===== src/sha_pkg.sv =====
`default_nettype none

package sha_pkg;

  localparam int unsigned BlockBits = 512;

  typedef struct packed {
    logic                 last_blk;
    logic [BlockBits-1:0] data;
  } blk_t;

  localparam logic [31:0] InitH [8] = '{
    32'h6a09e667, 32'hbb67ae85, 32'h3c6ef372, 32'ha54ff53a,
    32'h510e527f, 32'h9b05688c, 32'h1f83d9ab, 32'h5be0cd19
  };

  localparam logic [31:0] RoundK [64] = '{
    32'h428a2f98, 32'h71374491, 32'hb5c0fbcf, 32'he9b5dba5,
    32'h3956c25b, 32'h59f111f1, 32'h923f82a4, 32'hab1c5ed5,
    32'hd807aa98, 32'h12835b01, 32'h243185be, 32'h550c7dc3,
    32'h72be5d74, 32'h80deb1fe, 32'h9bdc06a7, 32'hc19bf174,
    32'he49b69c1, 32'hefbe4786, 32'h0fc19dc6, 32'h240ca1cc,
    32'h2de92c6f, 32'h4a7484aa, 32'h5cb0a9dc, 32'h76f988da,
    32'h983e5152, 32'ha831c66d, 32'hb00327c8, 32'hbf597fc7,
    32'hc6e00bf3, 32'hd5a79147, 32'h06ca6351, 32'h14292967,
    32'h27b70a85, 32'h2e1b2138, 32'h4d2c6dfc, 32'h53380d13,
    32'h650a7354, 32'h766a0abb, 32'h81c2c92e, 32'h92722c85,
    32'ha2bfe8a1, 32'ha81a664b, 32'hc24b8b70, 32'hc76c51a3,
    32'hd192e819, 32'hd6990624, 32'hf40e3585, 32'h106aa070,
    32'h19a4c116, 32'h1e376c08, 32'h2748774c, 32'h34b0bcb5,
    32'h391c0cb3, 32'h4ed8aa4a, 32'h5b9cca4f, 32'h682e6ff3,
    32'h748f82ee, 32'h78a5636f, 32'h84c87814, 32'h8cc70208,
    32'h90befffa, 32'ha4506ceb, 32'hbef9a3f7, 32'hc67178f2
  };

endpackage

`default_nettype wire


===== src/sha_queue.sv =====
`default_nettype none

module sha_queue (
  input  wire logic          clk_i,
  input  wire logic          rst_ni,
  input  wire logic          push_i,
  input  wire sha_pkg::blk_t push_blk_i,
  output logic               full_o,
  input  wire logic          pop_i,
  output logic               valid_o,
  output sha_pkg::blk_t      pop_blk_o
);

  sha_pkg::blk_t ent_q [2];
  logic       wr_q, rd_q;
  logic [1:0] cnt_q;

  assign full_o    = (cnt_q == 2'd2);
  assign valid_o   = (cnt_q != 2'd0);
  assign pop_blk_o = ent_q[rd_q];

  always_ff @(posedge clk_i or negedge rst_ni) begin
    if (!rst_ni) begin
      wr_q  <= 1'b0;
      rd_q  <= 1'b0;
      cnt_q <= '0;
    end else begin
      if (push_i) begin
        wr_q <= !wr_q;
      end
      if (pop_i) begin
        rd_q <= !rd_q;
      end
      if (push_i && !pop_i) begin
        cnt_q <= cnt_q + 2'd1;
      end else if (pop_i && !push_i) begin
        cnt_q <= cnt_q - 2'd1;
      end
    end
  end

  always_ff @(posedge clk_i) begin
    if (push_i) begin
      ent_q[wr_q] <= push_blk_i;
    end
  end

endmodule

`default_nettype wire


===== config.mk =====
export PLATFORM = sky130hd
export DESIGN_NAME = sha_queue
export DESIGN_NICKNAME = d
export VERILOG_FILES = /design/src/sha_pkg.sv /design/src/sha_queue.sv
export SDC_FILE = /design/constraint.sdc
export NUM_CORES = 1
export LEC_CHECK = 0
export BUFFER_PORTS_ARGS = -buffer_cell sky130_fd_sc_hd__buf_2
export CORE_AREA = 4 4 402 404
export CTS_CLUSTER_DIAMETER = 200
export DETAILED_ROUTE_END_ITERATION = 10
export DIE_AREA = 0 0 406 408
export PLACE_DENSITY = 0.45
export SYNTH_ARGS = -nofsm -noshare
export SYNTH_HDL_FRONTEND = slang
export SYNTH_SLANG_ARGS = --single-unit

===== constraint.sdc =====
create_clock -name clk_i -period 54.4 [get_ports clk_i]
set_input_delay 5.44 -clock clk_i [delete_from_list [all_inputs] [get_ports clk_i]]
set_output_delay 5.44 -clock clk_i [all_outputs]
set_load 0.005 [all_outputs]

After elaboration in Yosys (flattened, before gate mapping)
Memories as Yosys holds them, arrays and structs flattened.
Index checks and enable logic that the tools add are counted.
- reduce and logical (&&, ||, !) cells: 8
- equality and inequality tests: 1
- add/subtract/negate cells: 2
- muxes and demuxes: 4
- operator list (kind ; number):
    1-bit logical NOT ; 4
    2-bit 2-to-1 mux ; 2
    2-bit nonzero test ; 2
    2-bit by 1-bit adder with 2-bit output (second input constant) ; 1
    2-bit equality test (second input constant) ; 1
    1-bit logical AND ; 2
    1-bit 2-to-1 mux ; 2
    2-bit by 1-bit subtractor with 2-bit output (second input constant) ; 1
- register bits: 4
- bits of input ports: 517
- memory bits (writable): 1026
- memories kept: 1
- memory list (name ; depth ; bits a word ; rd ports ; clocked after Yosys merged registers in ; wr ports ; RTL line ; source):
    ent_q ; 2 ; 513 ; 1 ; 0 ; 1 ; sha_queue.sv:14 ; sha_pkg::blk_t ent_q [2];

Depth between registers and ports, before layout
- depth in word-level cells: 4
- mapped depth: 5
- gate-level depth less buffers: 5

Worst setup path before layout
Ideal clock, no wire load.
- kind: input to register
- start: input push_i
- end: memory ent_q[0][0] (netlist bit) (enable)
- data required time: 52.937 ns
- cell stages on the path: 1
- buffers on the path: 0
- setup slack: 25.504 ns
- data arrival time: 27.433 ns
- cells stage by stage: nor2b_1
- longest elaborated chain between the ends: 2
- ends and longest elaborated chain (what ; RTL line ; source):
    from (decl) ; sha_queue.sv:6 ; input wire logic push_i,
    1-bit 2-to-1 mux ; sha_queue.sv:43 ; if (push_i) begin
    1-bit 2-to-1 mux (not written as such) ; sha_queue.sv:44 ; ent_q[wr_q] <= push_blk_i;
    to (decl) ; sha_queue.sv:14 ;
No other way between the ends.

==> results.py <==
metrics = {
    "run_status": {
        "status": "finished, final reports clean",
    },
    "critical_path": {
        "worst_r2r_endpoint": "ent_q[1][329]",
        "rr_worst_depth": 5,
        "type_of_origin_of_the_critical_path": "register",
        "cp_data_required_time_ns": 48.96,
        "crit_fanout": 116,
        "worst-setup-path-type": "register to output pin",
        "kind_of_end_point_of_the_critical_path": "output pin",
        "worst_flop_to_flop_path_startpoint": "wr_q",
        "worstPathArrival_ns": 5.77,
        "reg2reg_setup_slack_ns": 49.68,
    },
    "die": {
        "design.die.area_mm2": 0.166,
        "placeableCoreArea_mm2": 0.158,
        "die_width_um": 406,
        "die-height_um": 408,
        "rows": 146,
        "initial_core_util_pct": 24.9,
        "ioPinCount": 1032,
    },
    "sta": {
        "slew_headroom_pct": 26.6,
        "max_clock_freq_mhz": 89.2,
        "rsz0062_at_grt": "no",
        "timing.final.max_slew_violations": 0,
        "post-route-min-period_ns": 11.21,
        "worst-slew-pin-transition_ns": 1.10,
        "post-route-worst-setup-slack_ns": 43.19,
        "finalSetupViolations": 0,
        "timing.final.hold_violations": 0,
        "finalCritPeriodShare_pct": 20.6,
        "setup-tns-final_ns": 0,
        "skew_ns": 0.0463,
    },
    "cells_and_area": {
        "area_growth_pct": 27.9,
        "drive_above_1_share_pct": 61.2,
        "final_nets": 3241,
        "final_core_utilization_pct": 31.8,
    },
    "detailed_routing": {
        "finalWirelength_um": 118000,
        "drt_pass1_iterations": 5,
        "drt-wirelength-per-cell_um": 24.0,
        "number_of_vias_in_the_routed_layout": 19900,
        "drt_initial_violations": 1162,
        "routed_via_density": 4.06,
        "remaining_drc_errors": 0,
        "antenna_violating_nets_post_route": 0,
    },
    "logic_synthesis": {
        "syn-instance-count": 1612,
        "avgSynthCellArea_um2": 24.3,
        "postSynthRegisterBits": 1030,
        "synth_area_mm2": 0.0392,
        "warnings_from_yosys": 0,
        "synth.yosys.seq_area_share_pct": 78.8,
        "yosys.cell_types.count": 15,
        "synthesis.nets": 2130,
    },
    "pwr": {
        "p_per_area_mw_per_mm2": 52.5,
        "vdd_drop_max_mv": 0.0360,
        "power_leakage_nw": 19.7,
        "totalPowerFinal_mw": 2.63,
    },
    "placement": {
        "place_congestion": 0.798,
        "number_of_port_buffers": 1031,
        "worst_slack_at_placement_ns": 43.92,
        "place.detailed.hpwl_um": 87300,
    },
    "global_route": {
        "grt_max_degree": 133,
        "globalRouteTotalUtil_pct": 13.6,
        "grt_first_pass_wirelength_um": 159000,
        "grt_overflow_total": 0,
        "first_global_vias": 20500,
        "grt_antenna_before_repair": 86,
    },
    "clock_network": {
        "cts_setup_buffers": 0,
        "root_cell_of_the_clock_tree": "sky130_fd_sc_hd__clkbuf_16",
        "cts_tree": "built",
        "worst_skew_pair.late_latency_ns": 0.71,
        "cts-hold-fix-buffers": 0,
        "clk_pin_slew_worst_paths_ns": 0.06,
        "cts_inserted_buffers": 112,
        "clk_path_buf_depth": 3,
        "clock_sink_count": 1030,
        "htreeDepth": 3,
        "ctsResizeCount": 0,
    },
    "worst_hold_path": {
        "min-delay-start": "cnt_q[1]",
        "hold_path_end": "cnt_q[1]",
        "number_of_cells_on_the_worst_hold_path": 1,
        "timing.hold.worst.class": "register to register",
    },
    "flow_run": {
        "cap_viol_max_count": 0,
    },
}
stage by stage:
step	area, um^2	instances	hold slack (ns)
after floorplan	39200	1612	0.447
after global placement	46500	4681	0.498
after detailed placement	46500	4681	0.491
after CTS	50100	4891	0.500
after global routing	50100	4900	0.531
final	50200	4918	0.501
synth_stat cells:
cell	number	share of area, %
sky130_fd_sc_hd__buf_8	30	1.1
sky130_fd_sc_hd__edfxtp_1	1026	79
sky130_fd_sc_hd__or2_2	1	0.016
sky130_fd_sc_hd__buf_2	5	0.064
sky130_fd_sc_hd__nor2b_1	2	0.032
sky130_fd_sc_hd__xnor2_1	1	0.022
sky130_fd_sc_hd__dfrtp_1	4	0.26
sky130_fd_sc_hd__buf_6	22	0.63
sky130_fd_sc_hd__mux2_4	460	18
sky130_fd_sc_hd__inv_1	1	0.0096
sky130_fd_sc_hd__xor2_1	4	0.089
sky130_fd_sc_hd__nor2_1	1	0.0096
sky130_fd_sc_hd__and2_1	1	0.016
sky130_fd_sc_hd__ha_1	1	0.032
sky130_fd_sc_hd__mux2_2	53	1.5
metal layers:
metal	vias up	GRT usage, %	share of wire [%]
met2	801	24.2	51
li1	8756	-	-
met1	10100	15.6	39
met3	223	4.69	8.2
met4	24	3.55	2.3
met5	-	0	0.14
critical path: stages, from the launching register on:
cell and delay [ns]:
sky130_fd_sc_hd__dfrtp_4 0.91, sky130_fd_sc_hd__buf_4 0.85, sky130_fd_sc_hd__buf_4 0.81, sky130_fd_sc_hd__buf_4 0.85, sky130_fd_sc_hd__buf_12 0.53, sky130_fd_sc_hd__mux2_2 0.44
sky130_fd_sc_hd__buf_2 0.13
cell usage in the layout, fill, tap and decap left out:
| cell | n |
|---|---|
| sky130_fd_sc_hd__clkbuf_16 | 114 |
| sky130_fd_sc_hd__or2_2 | 1 |
| sky130_fd_sc_hd__nor2b_4 | 1 |
| sky130_fd_sc_hd__inv_6 | 1 |
| sky130_fd_sc_hd__clkinv_1 | 29 |
| sky130_fd_sc_hd__inv_8 | 1 |
| sky130_fd_sc_hd__clkinv_8 | 1 |
| sky130_fd_sc_hd__buf_2 | 1031 |
| sky130_fd_sc_hd__clkinvlp_4 | 1 |
| sky130_fd_sc_hd__edfxtp_1 | 1026 |
| sky130_fd_sc_hd__mux2_2 | 53 |
| sky130_fd_sc_hd__and2_4 | 1 |
| sky130_fd_sc_hd__inv_1 | 1 |
| sky130_fd_sc_hd__dfrtp_1 | 3 |
| sky130_fd_sc_hd__nor2_1 | 1 |
| sky130_fd_sc_hd__ha_1 | 1 |
| sky130_fd_sc_hd__buf_12 | 4 |
| sky130_fd_sc_hd__nor2b_1 | 1 |
| sky130_fd_sc_hd__xor2_1 | 4 |
| sky130_fd_sc_hd__clkinv_2 | 20 |
| sky130_fd_sc_hd__clkbuf_1 | 27 |
| sky130_fd_sc_hd__clkinv_4 | 3 |
| sky130_fd_sc_hd__buf_4 | 19 |
| sky130_fd_sc_hd__inv_16 | 1 |
| sky130_fd_sc_hd__diode_2 | 27 |
| sky130_fd_sc_hd__clkinv_16 | 3 |
| sky130_fd_sc_hd__xnor2_1 | 1 |
| sky130_fd_sc_hd__mux2_4 | 460 |
| sky130_fd_sc_hd__bufinv_16 | 9 |
| sky130_fd_sc_hd__dfrtp_4 | 1 |
power by group:
| part | total, mW | switching, mW | internal, mW |
|---|---|---|---|
| Combinational | 0.789 | 0.391 | 0.398 |
| Sequential | 1.10 | 0.0498 | 1.05 |
| Clock | 0.740 | 0.311 | 0.428 |
how the worst max path moves through the flow:
| stage | start | end | depth (start not counted) |
|---|---|---|---|
| floorplan | push_i | ent_q[0][0] | 1 |
| global placement | rd_q | pop_blk_o[505] | 6 |
| detailed placement | rd_q | pop_blk_o[505] | 6 |
| CTS | rd_q | pop_blk_o[505] | 6 |
| global route | rd_q | pop_blk_o[505] | 6 |
| finish | rd_q | pop_blk_o[505] | 6 |
final cells by class:
cell class,instances,area (um^2)
Multi-Input combinational cell,524,7600
Timing Repair Buffer,1054,5380
Fill cell,15500,108000
Clock inverter,69,659
Clock buffer,141,2950
Antenna cell,27,67.6
Tap cell,2072,2590
Sequential cell,1030,30900
Inverter,1,3.75
cells by family after synthesis:
group / count (synthesis) / share of synthesized area [%]
xor gates and xnor gates: 5 / 0.112
adders and majority gates: 1 / 0.0319
buffers and inverters: 58 / 1.85
DFF: 1030 / 78.8
muxes: 513 / 19.1
and+or+nand+nor: 5 / 0.0734
sequential cells by signal (all words and copies together), names as in the netlist:
signal,flops
wr_q,1
ent_q,1026
cnt_q,2
rd_q,1
Note: power is estimated with default switching activity, not from simulation.
