[config.mk]
export PLATFORM = sky130hd
export DESIGN_NAME = sha_back
export DESIGN_NICKNAME = d
export VERILOG_FILES = /design/src/sha_pkg.sv /design/src/sha_back.sv
export SDC_FILE = /design/constraint.sdc
export NUM_CORES = 2
export LEC_CHECK = 0
export BUFFER_PORTS_ARGS = -buffer_cell sky130_fd_sc_hd__buf_2
export CORE_MARGIN = 5
export CORE_UTILIZATION = 52
export CTS_BUF_LIST = sky130_fd_sc_hd__clkbuf_16
export CTS_CLUSTER_SIZE = 12
export DETAILED_ROUTE_END_ITERATION = 8
export PLACE_DENSITY = 0.79
export SLEW_MARGIN = 10
export SYNTH_ARGS = -nofsm -noshare
export SYNTH_HDL_FRONTEND = slang
export SYNTH_SLANG_ARGS = --single-unit
[constraint.sdc]
create_clock -name clk_i -period 16.9 [get_ports clk_i]
set_input_delay 0.845 -clock clk_i [delete_from_list [all_inputs] [get_ports clk_i]]
set_output_delay 0.845 -clock clk_i [all_outputs]
set_load 0.02 [all_outputs]
[src/sha_pkg.sv]
`default_nettype none

package sha_pkg;

  localparam int unsigned BlockBits = 512;

  typedef struct packed {
    logic                 last_blk;
    logic [BlockBits-1:0] data;
  } blk_t;

  localparam logic [31:0] InitH [8] = '{
    32'h6a09e667, 32'hbb67ae85, 32'h3c6ef372, 32'ha54ff53a,
    32'h510e527f, 32'h9b05688c, 32'h1f83d9ab, 32'h5be0cd19
  };

  localparam logic [31:0] RoundK [64] = '{
    32'h428a2f98, 32'h71374491, 32'hb5c0fbcf, 32'he9b5dba5,
    32'h3956c25b, 32'h59f111f1, 32'h923f82a4, 32'hab1c5ed5,
    32'hd807aa98, 32'h12835b01, 32'h243185be, 32'h550c7dc3,
    32'h72be5d74, 32'h80deb1fe, 32'h9bdc06a7, 32'hc19bf174,
    32'he49b69c1, 32'hefbe4786, 32'h0fc19dc6, 32'h240ca1cc,
    32'h2de92c6f, 32'h4a7484aa, 32'h5cb0a9dc, 32'h76f988da,
    32'h983e5152, 32'ha831c66d, 32'hb00327c8, 32'hbf597fc7,
    32'hc6e00bf3, 32'hd5a79147, 32'h06ca6351, 32'h14292967,
    32'h27b70a85, 32'h2e1b2138, 32'h4d2c6dfc, 32'h53380d13,
    32'h650a7354, 32'h766a0abb, 32'h81c2c92e, 32'h92722c85,
    32'ha2bfe8a1, 32'ha81a664b, 32'hc24b8b70, 32'hc76c51a3,
    32'hd192e819, 32'hd6990624, 32'hf40e3585, 32'h106aa070,
    32'h19a4c116, 32'h1e376c08, 32'h2748774c, 32'h34b0bcb5,
    32'h391c0cb3, 32'h4ed8aa4a, 32'h5b9cca4f, 32'h682e6ff3,
    32'h748f82ee, 32'h78a5636f, 32'h84c87814, 32'h8cc70208,
    32'h90befffa, 32'ha4506ceb, 32'hbef9a3f7, 32'hc67178f2
  };

endpackage

`default_nettype wire

[src/sha_back.sv]
`default_nettype none

module sha_back (
  input  wire logic          clk_i,
  input  wire logic          rst_ni,
  input  wire logic          q_valid_i,
  input  wire sha_pkg::blk_t q_blk_i,
  output logic               pop_o,
  output logic               out_valid_o,
  input  wire logic          out_ready_i,
  output logic [31:0]        digest_word_o,
  output logic               digest_last_o
);

  typedef enum logic [3:0] {
    B_IDLE  = 4'b0001,
    B_ROUND = 4'b0010,
    B_ADD   = 4'b0100,
    B_EMIT  = 4'b1000
  } bstate_e;

  bstate_e     state_q;
  logic [5:0]  rnd_q;
  logic        last_q;
  logic [3:0]  ocnt_q;
  logic [31:0] h_q   [8];
  logic [31:0] v_q   [8];
  logic [31:0] w_q   [16];
  logic [31:0] dig_q [8];

  logic [31:0] e, a, big0, big1, ch, maj, t1, t2, sg0, sg1, w_new;
  logic        out_hs;
  logic        emit_go;

  always_comb begin
    e     = v_q[4];
    a     = v_q[0];
    big1  = {e[5:0], e[31:6]} ^ {e[10:0], e[31:11]} ^ {e[24:0], e[31:25]};
    ch    = (e & v_q[5]) ^ (~e & v_q[6]);
    t1    = v_q[7] + big1 + ch + sha_pkg::RoundK[rnd_q] + w_q[0];
    big0  = {a[1:0], a[31:2]} ^ {a[12:0], a[31:13]} ^ {a[21:0], a[31:22]};
    maj   = (a & v_q[1]) ^ (a & v_q[2]) ^ (v_q[1] & v_q[2]);
    t2    = big0 + maj;
    sg0   = {w_q[1][6:0], w_q[1][31:7]} ^ {w_q[1][17:0], w_q[1][31:18]}
            ^ {3'b000, w_q[1][31:3]};
    sg1   = {w_q[14][16:0], w_q[14][31:17]} ^ {w_q[14][18:0], w_q[14][31:19]}
            ^ {10'd0, w_q[14][31:10]};
    w_new = sg1 + w_q[9] + sg0 + w_q[0];
  end

  assign pop_o         = (state_q == B_IDLE) && q_valid_i;
  assign out_valid_o   = (ocnt_q != 4'd0);
  assign digest_word_o = dig_q[0];
  assign digest_last_o = (ocnt_q == 4'd1);
  assign out_hs        = out_valid_o && out_ready_i;
  assign emit_go       = (state_q == B_EMIT) && (ocnt_q == 4'd0);

  always_ff @(posedge clk_i or negedge rst_ni) begin
    if (!rst_ni) begin
      state_q <= B_IDLE;
      rnd_q   <= '0;
      last_q  <= 1'b0;
      ocnt_q  <= '0;
      for (int i = 0; i < 8; i++) begin
        h_q[i] <= sha_pkg::InitH[i];
      end
    end else begin
      unique case (state_q)
        B_IDLE: begin
          if (pop_o) begin
            last_q  <= q_blk_i.last_blk;
            rnd_q   <= '0;
            state_q <= B_ROUND;
          end
        end
        B_ROUND: begin
          rnd_q <= rnd_q + 6'd1;
          if (rnd_q == 6'd63) begin
            state_q <= B_ADD;
          end
        end
        B_ADD: begin
          for (int i = 0; i < 8; i++) begin
            h_q[i] <= h_q[i] + v_q[i];
          end
          state_q <= last_q ? B_EMIT : B_IDLE;
        end
        B_EMIT: begin
          if (emit_go) begin
            for (int i = 0; i < 8; i++) begin
              h_q[i] <= sha_pkg::InitH[i];
            end
            state_q <= B_IDLE;
          end
        end
        default: state_q <= B_IDLE;
      endcase
      if (emit_go) begin
        ocnt_q <= 4'd8;
      end else if (out_hs) begin
        ocnt_q <= ocnt_q - 4'd1;
      end
    end
  end

  always_ff @(posedge clk_i) begin
    if (pop_o) begin
      for (int i = 0; i < 16; i++) begin
        w_q[i] <= q_blk_i.data[511-32*i -: 32];
      end
      for (int i = 0; i < 8; i++) begin
        v_q[i] <= h_q[i];
      end
    end else if (state_q == B_ROUND) begin
      for (int i = 0; i < 15; i++) begin
        w_q[i] <= w_q[i+1];
      end
      w_q[15] <= w_new;
      v_q[7] <= v_q[6];
      v_q[6] <= v_q[5];
      v_q[5] <= v_q[4];
      v_q[4] <= v_q[3] + t1;
      v_q[3] <= v_q[2];
      v_q[2] <= v_q[1];
      v_q[1] <= v_q[0];
      v_q[0] <= t1 + t2;
    end
    if (emit_go) begin
      for (int i = 0; i < 8; i++) begin
        dig_q[i] <= h_q[i];
      end
    end else if (out_hs) begin
      for (int i = 0; i < 7; i++) begin
        dig_q[i] <= dig_q[i+1];
      end
    end
  end

endmodule

`default_nettype wire

Word level (Yosys, flattened, before mapping):

Memories as Yosys holds them, arrays and structs flattened.
Index checks and enable logic that the tools add are counted.

* flip-flop bits (word level): 271
* memory bits (writable): 1024
* ROM bits: 2048
* input port bits: 517
* output and inout port bits: 35
* logic and storage cells: 161
* memories kept: 4

Memories
* (no name shown): depth 64, bits a word 32, rd ports 1, clocked after memory_dff 0, write ports 0, RTL line sha_back.sv:40 `t1 = v_q[7] + big1 + ch + sha_pkg::RoundK[rnd_q] + w_q[0];`
* w_q: depth 16, bits a word 32, rd ports 16, clocked after memory_dff 0, write ports 16, RTL line sha_back.sv:28 `logic [31:0] w_q [16];`
* dig_q: depth 8, bits a word 32, rd ports 8, clocked after memory_dff 0, write ports 8, RTL line sha_back.sv:29 `logic [31:0] dig_q [8];`
* v_q: depth 8, bits a word 32, rd ports 8, clocked after memory_dff 0, write ports 8, RTL line sha_back.sv:27 `logic [31:0] v_q [8];`

* add/subtract/negate cells: 20
* $lt $le $gt $ge: 1
* eq/ne operators: 9
* muxes and demuxes: 54
* bitwise gates (word level): 49
* reduce and logical (&&, ||, !) cells: 12

Operators by type and width (count)
* $mux 32: 33
* $add 32x32->32: 18
* $pmux 256 s2: 1
* $xor 32x32->32: 9
* $mux 256: 1
* $and 32x32->32: 5
* $not 32->32: 1
* $xor 32x22->32: 1
* $xor 32x29->32: 1
* $or 1x1->1: 31
* $mux 4: 6
* $pmux 4 s4: 1
* $pmux 6 s2: 1
* $mux 1: 10
* $eq 4x1->1 const B: 2
* $ge 7x7->1 const B: 1
* $not 6->7: 1
* $add 6x1->6 const B: 1
* $eq 6x6->1 const B: 1
* $mux 6: 1
* $ne 2x2->1 const B: 3
* $reduce_and 2->1: 3
* $reduce_bool 2->1: 3
* $eq 4x2->1 const B: 1
* 7 further kinds: 9

Logic depth before layout (Yosys ltp):

* word-level depth: 8
* gate-level depth with buffers: 41
* depth with buffers taken out: 39

Least setup slack after synthesis:

No wires, ideal clock.

* kind: input to register
* start point: input q_valid_i
* end point: memory v_q[0][0], enable pin
* arrival: 16.280 ns
* required time: 15.795 ns
* path slack: -0.486 ns
* cell stages on the path: 6
* path through: nand3b_1 > or3_1 > clkbuf_1 > inv_2 > nor2_1 > inv_1

RTL lines
* from (decl): RTL line sha_back.sv:6 `input wire logic q_valid_i,`
* to (decl): RTL line sha_back.sv:27

==> reports/qor.yml <==
logic_synthesis:
  synth-edff-count: 1024
  syn_avg_cell_area_um2: 9.714
  synthCells: 8239
  seq_area_frac_synth_pct: 47.11
  synth_cell_type_count: 87
  syn_nets: 9343
  ys_ff_latch: 1295
  synth_warnings: 0
  synth-main-ff-cell: "edfxtp_1"
  async_reset_ff_share_pct: 20.93
  syn_area_um2: 80030
route:
  route.vias.total: 65210
  vias_per_cell: 6.060
  wl_um: 276000
  drt-initial-drc-count: 7657
  drtAntennaViolNets: 0
  post-route-drc-count: 0
  detail_route.wl_per_cell_um: 25.65
  drt-pass1-iter-count: 6
sta:
  rsz0062_at_grt: "no"
  hold_viol: 0
  report.final.setup_viol: 0
  slew_viol_final: 0
  finClkSkew_ns: 0.07095
  clock.fmax_mhz: 91.17
  hold_ws_ns: 0.2697
  period_minus_slack_ns: 10.97
  relSlewSlack_pct: 20.14
  setup_ws_ns: 5.932
  worst_pin_slew_ns: 1.194
  tns_ns: 0
  fin_crit_sh_pct: 64.90
setup_path:
  r2r_end: "v_q[0][31]"
  worst_setup_path_end_kind: "flop"
  crit_path_start_kind: "flop"
  crit_type: "flop to flop"
  reg2regPathDepth: 33
  r2r_setup_slack_ns: 5.93
  worst_path_most_repeated_cell: "fa_1"
  cp_data_required_time_ns: 17.38
  worstPathMaxFanout: 58
  crit_slowest_cell: "nor2_1"
  max_stage_delay_ns: 0.72
  worstReg2RegStart: "rnd_q[2]"
  arrival_ns: 11.45
global_route:
  antenna_found_initial: 20
  grt_first_pass_wirelength_um: 406400
  overflow: 0
  track_usage_pct: 33.08
  grt_max_degree: 199
  grt_pass1_vias: 64260
final_layout:
  fillers: 12990
  syn_to_final_growth_pct: 11.27
  final_nets: 9687
  layout-drive-gt1-share_pct: 14.24
  layout_commonest_cell: "nand2_1"
  final_cell_mix: "nand2_1, edfxtp_1, buf_2, a21oi_1, o21ai_0"
floorplan:
  start_util_pct: 52.14
  die_area_um2: 161900
  io_pins: 552
  dieWidth_um: 402.3
  rows: 144
  core_um2: 153500
  fp.dieH_um: 402.3
placement:
  numPortBuffers: 551
  place_hpwl_um: 203900
  pre_cts_slack_ns: 6.160
  finalWeightedCongestion: 1.029
worst_hold_path:
  hp-class: "primary input to flop"
  worstHoldEndpoint: "w_q[1][125]"
  hold_path_startpoint: "q_blk_i[157]"
  hold_path_depth: 3
flow_run:
  drv_cap: 0
clock_tree:
  cts_tree: "built"
  cts_max_path_buffers: 3
  ctsHtreeMaxLevel: 4
  cts_setup_buffers: 0
  worstSkewPairLatency_ns: 0.83
  clockRootBuffer: "clkbuf_16"
  ctsResizeCount: 0
  cts_sinks: 1295
  cts-buffers-inserted: 146
  clkTransAtPathRegs_ns: 0.06
outcome:
  status: "complete, no violations"
cell usage after synthesis, types with 33 or more instances:
library cell	instances	area, µm²
clkbuf_1	360	1351
mux2_2	216	2432
nand2_1	2463	9245
xnor2_1	363	3179
dfstp_2	137	3600
o31ai_1	39	292.8
o21bai_1	41	307.8
a21o_1	171	1284
xor2_1	197	1725
a21oi_1	464	2322
nor2b_1	46	287.8
buf_1	41	153.9
and3_1	33	206.5
nand2b_1	79	494.2
ha_1	392	4905
edfxtp_1	1024	30750
nor3_1	121	605.6
a211oi_1	47	352.8
o21a_1	55	412.9
inv_1	254	953.4
dfrtp_1	134	3353
o21ai_0	450	2252
nand3_1	136	680.7
nor2_1	316	1186
a31oi_1	51	319.1
fa_1	195	3904
or3_1	34	212.7
per-layer routing:
metal | global-route usage [%] | vias up | wire length, µm
met5 | 0 | - | 96
met4 | 18.90 | 12 | 18880
met3 | 6.931 | 768 | 25920
met2 | 53.26 | 3722 | 128100
met1 | 41.63 | 31560 | 102900
li1 | - | 29150 | -
worst max path at each step:
stage / slack [ns] / depth (start not counted) / start / to
2_1_floorplan: 3.31 / 6 / q_valid_i / v_q[0][0]
3_3_place_gp: 6.14 / 33 / rnd_q[2] / v_q[0][31]
3_5_place_dp: 6.16 / 33 / rnd_q[2] / v_q[0][31]
4_1_cts: 6.16 / 33 / rnd_q[2] / v_q[0][31]
5_1_grt: 5.54 / 33 / rnd_q[2] / v_q[0][31]
6_report: 5.93 / 33 / rnd_q[2] / v_q[0][31]
cell families (layout without fill, tap and decap cells):
logic type      Yosys count  count (layout)  synth area share (%)
mux                     240             240                 3.464
simple gates           3316            3316                 16.90
fa+ha+maj               609             609                 11.28
xor+xnor                561             561                 6.156
compound gates         1529            1529                 11.71
flops                  1295            1295                 47.11
buf+inv                 689            1155                 3.381
other cells               0              12                     0
flip-flops by register name, indices dropped and copies added (netlist names):
signal,cells
v_q,256
h_q,256
dig_q,256
ocnt_q,4
last_q,1
state_q,4
w_q,512
rnd_q,6
layout make-up:
cell class | count | area, µm² | area share, %
repair buffers | 629 | 3431 | 3.852
diodes | 12 | 30.03 | 0.03372
clock buffers | 147 | 3679 | 4.131
multi-input cells | 6255 | 39710 | 44.59
flip-flops and latches | 1295 | 37710 | 42.34
well taps | 2044 | 2557 | 2.872
inverters | 256 | 969.7 | 1.089
clock inverters | 123 | 967.2 | 1.086
per-stage QoR:
step	cells	area, µm²	utilization (%)
6_report	10760	89050	58.01
2_1_floorplan	8239	80040	-
5_1_grt	10750	89030	58.00
4_1_cts	10750	89010	57.99
3_3_place_gp	10480	84360	54.95
3_5_place_dp	10480	84360	54.95
worst max-delay path, delay by kind of cell, from the launching register on:
family / cells / cell delay [ns]
simple gates: 3 / 1.14
fa+ha+maj: 7 / 3.02
mux: 1 / 0.54
xor+xnor: 3 / 0.60
flops: 1 / 0.32
buf+inv: 6 / 1.86
compound gates: 13 / 3.18
repair_timing:
action / CTS / global route
endpoints found under the hold margin: 24 / 0
setup endpoints to repair: 0 / 0
hold buffers: 1 / 0
Power is not shown: default switching activity piles up to over one toggle a cycle in this logic, so the estimate is an artifact.
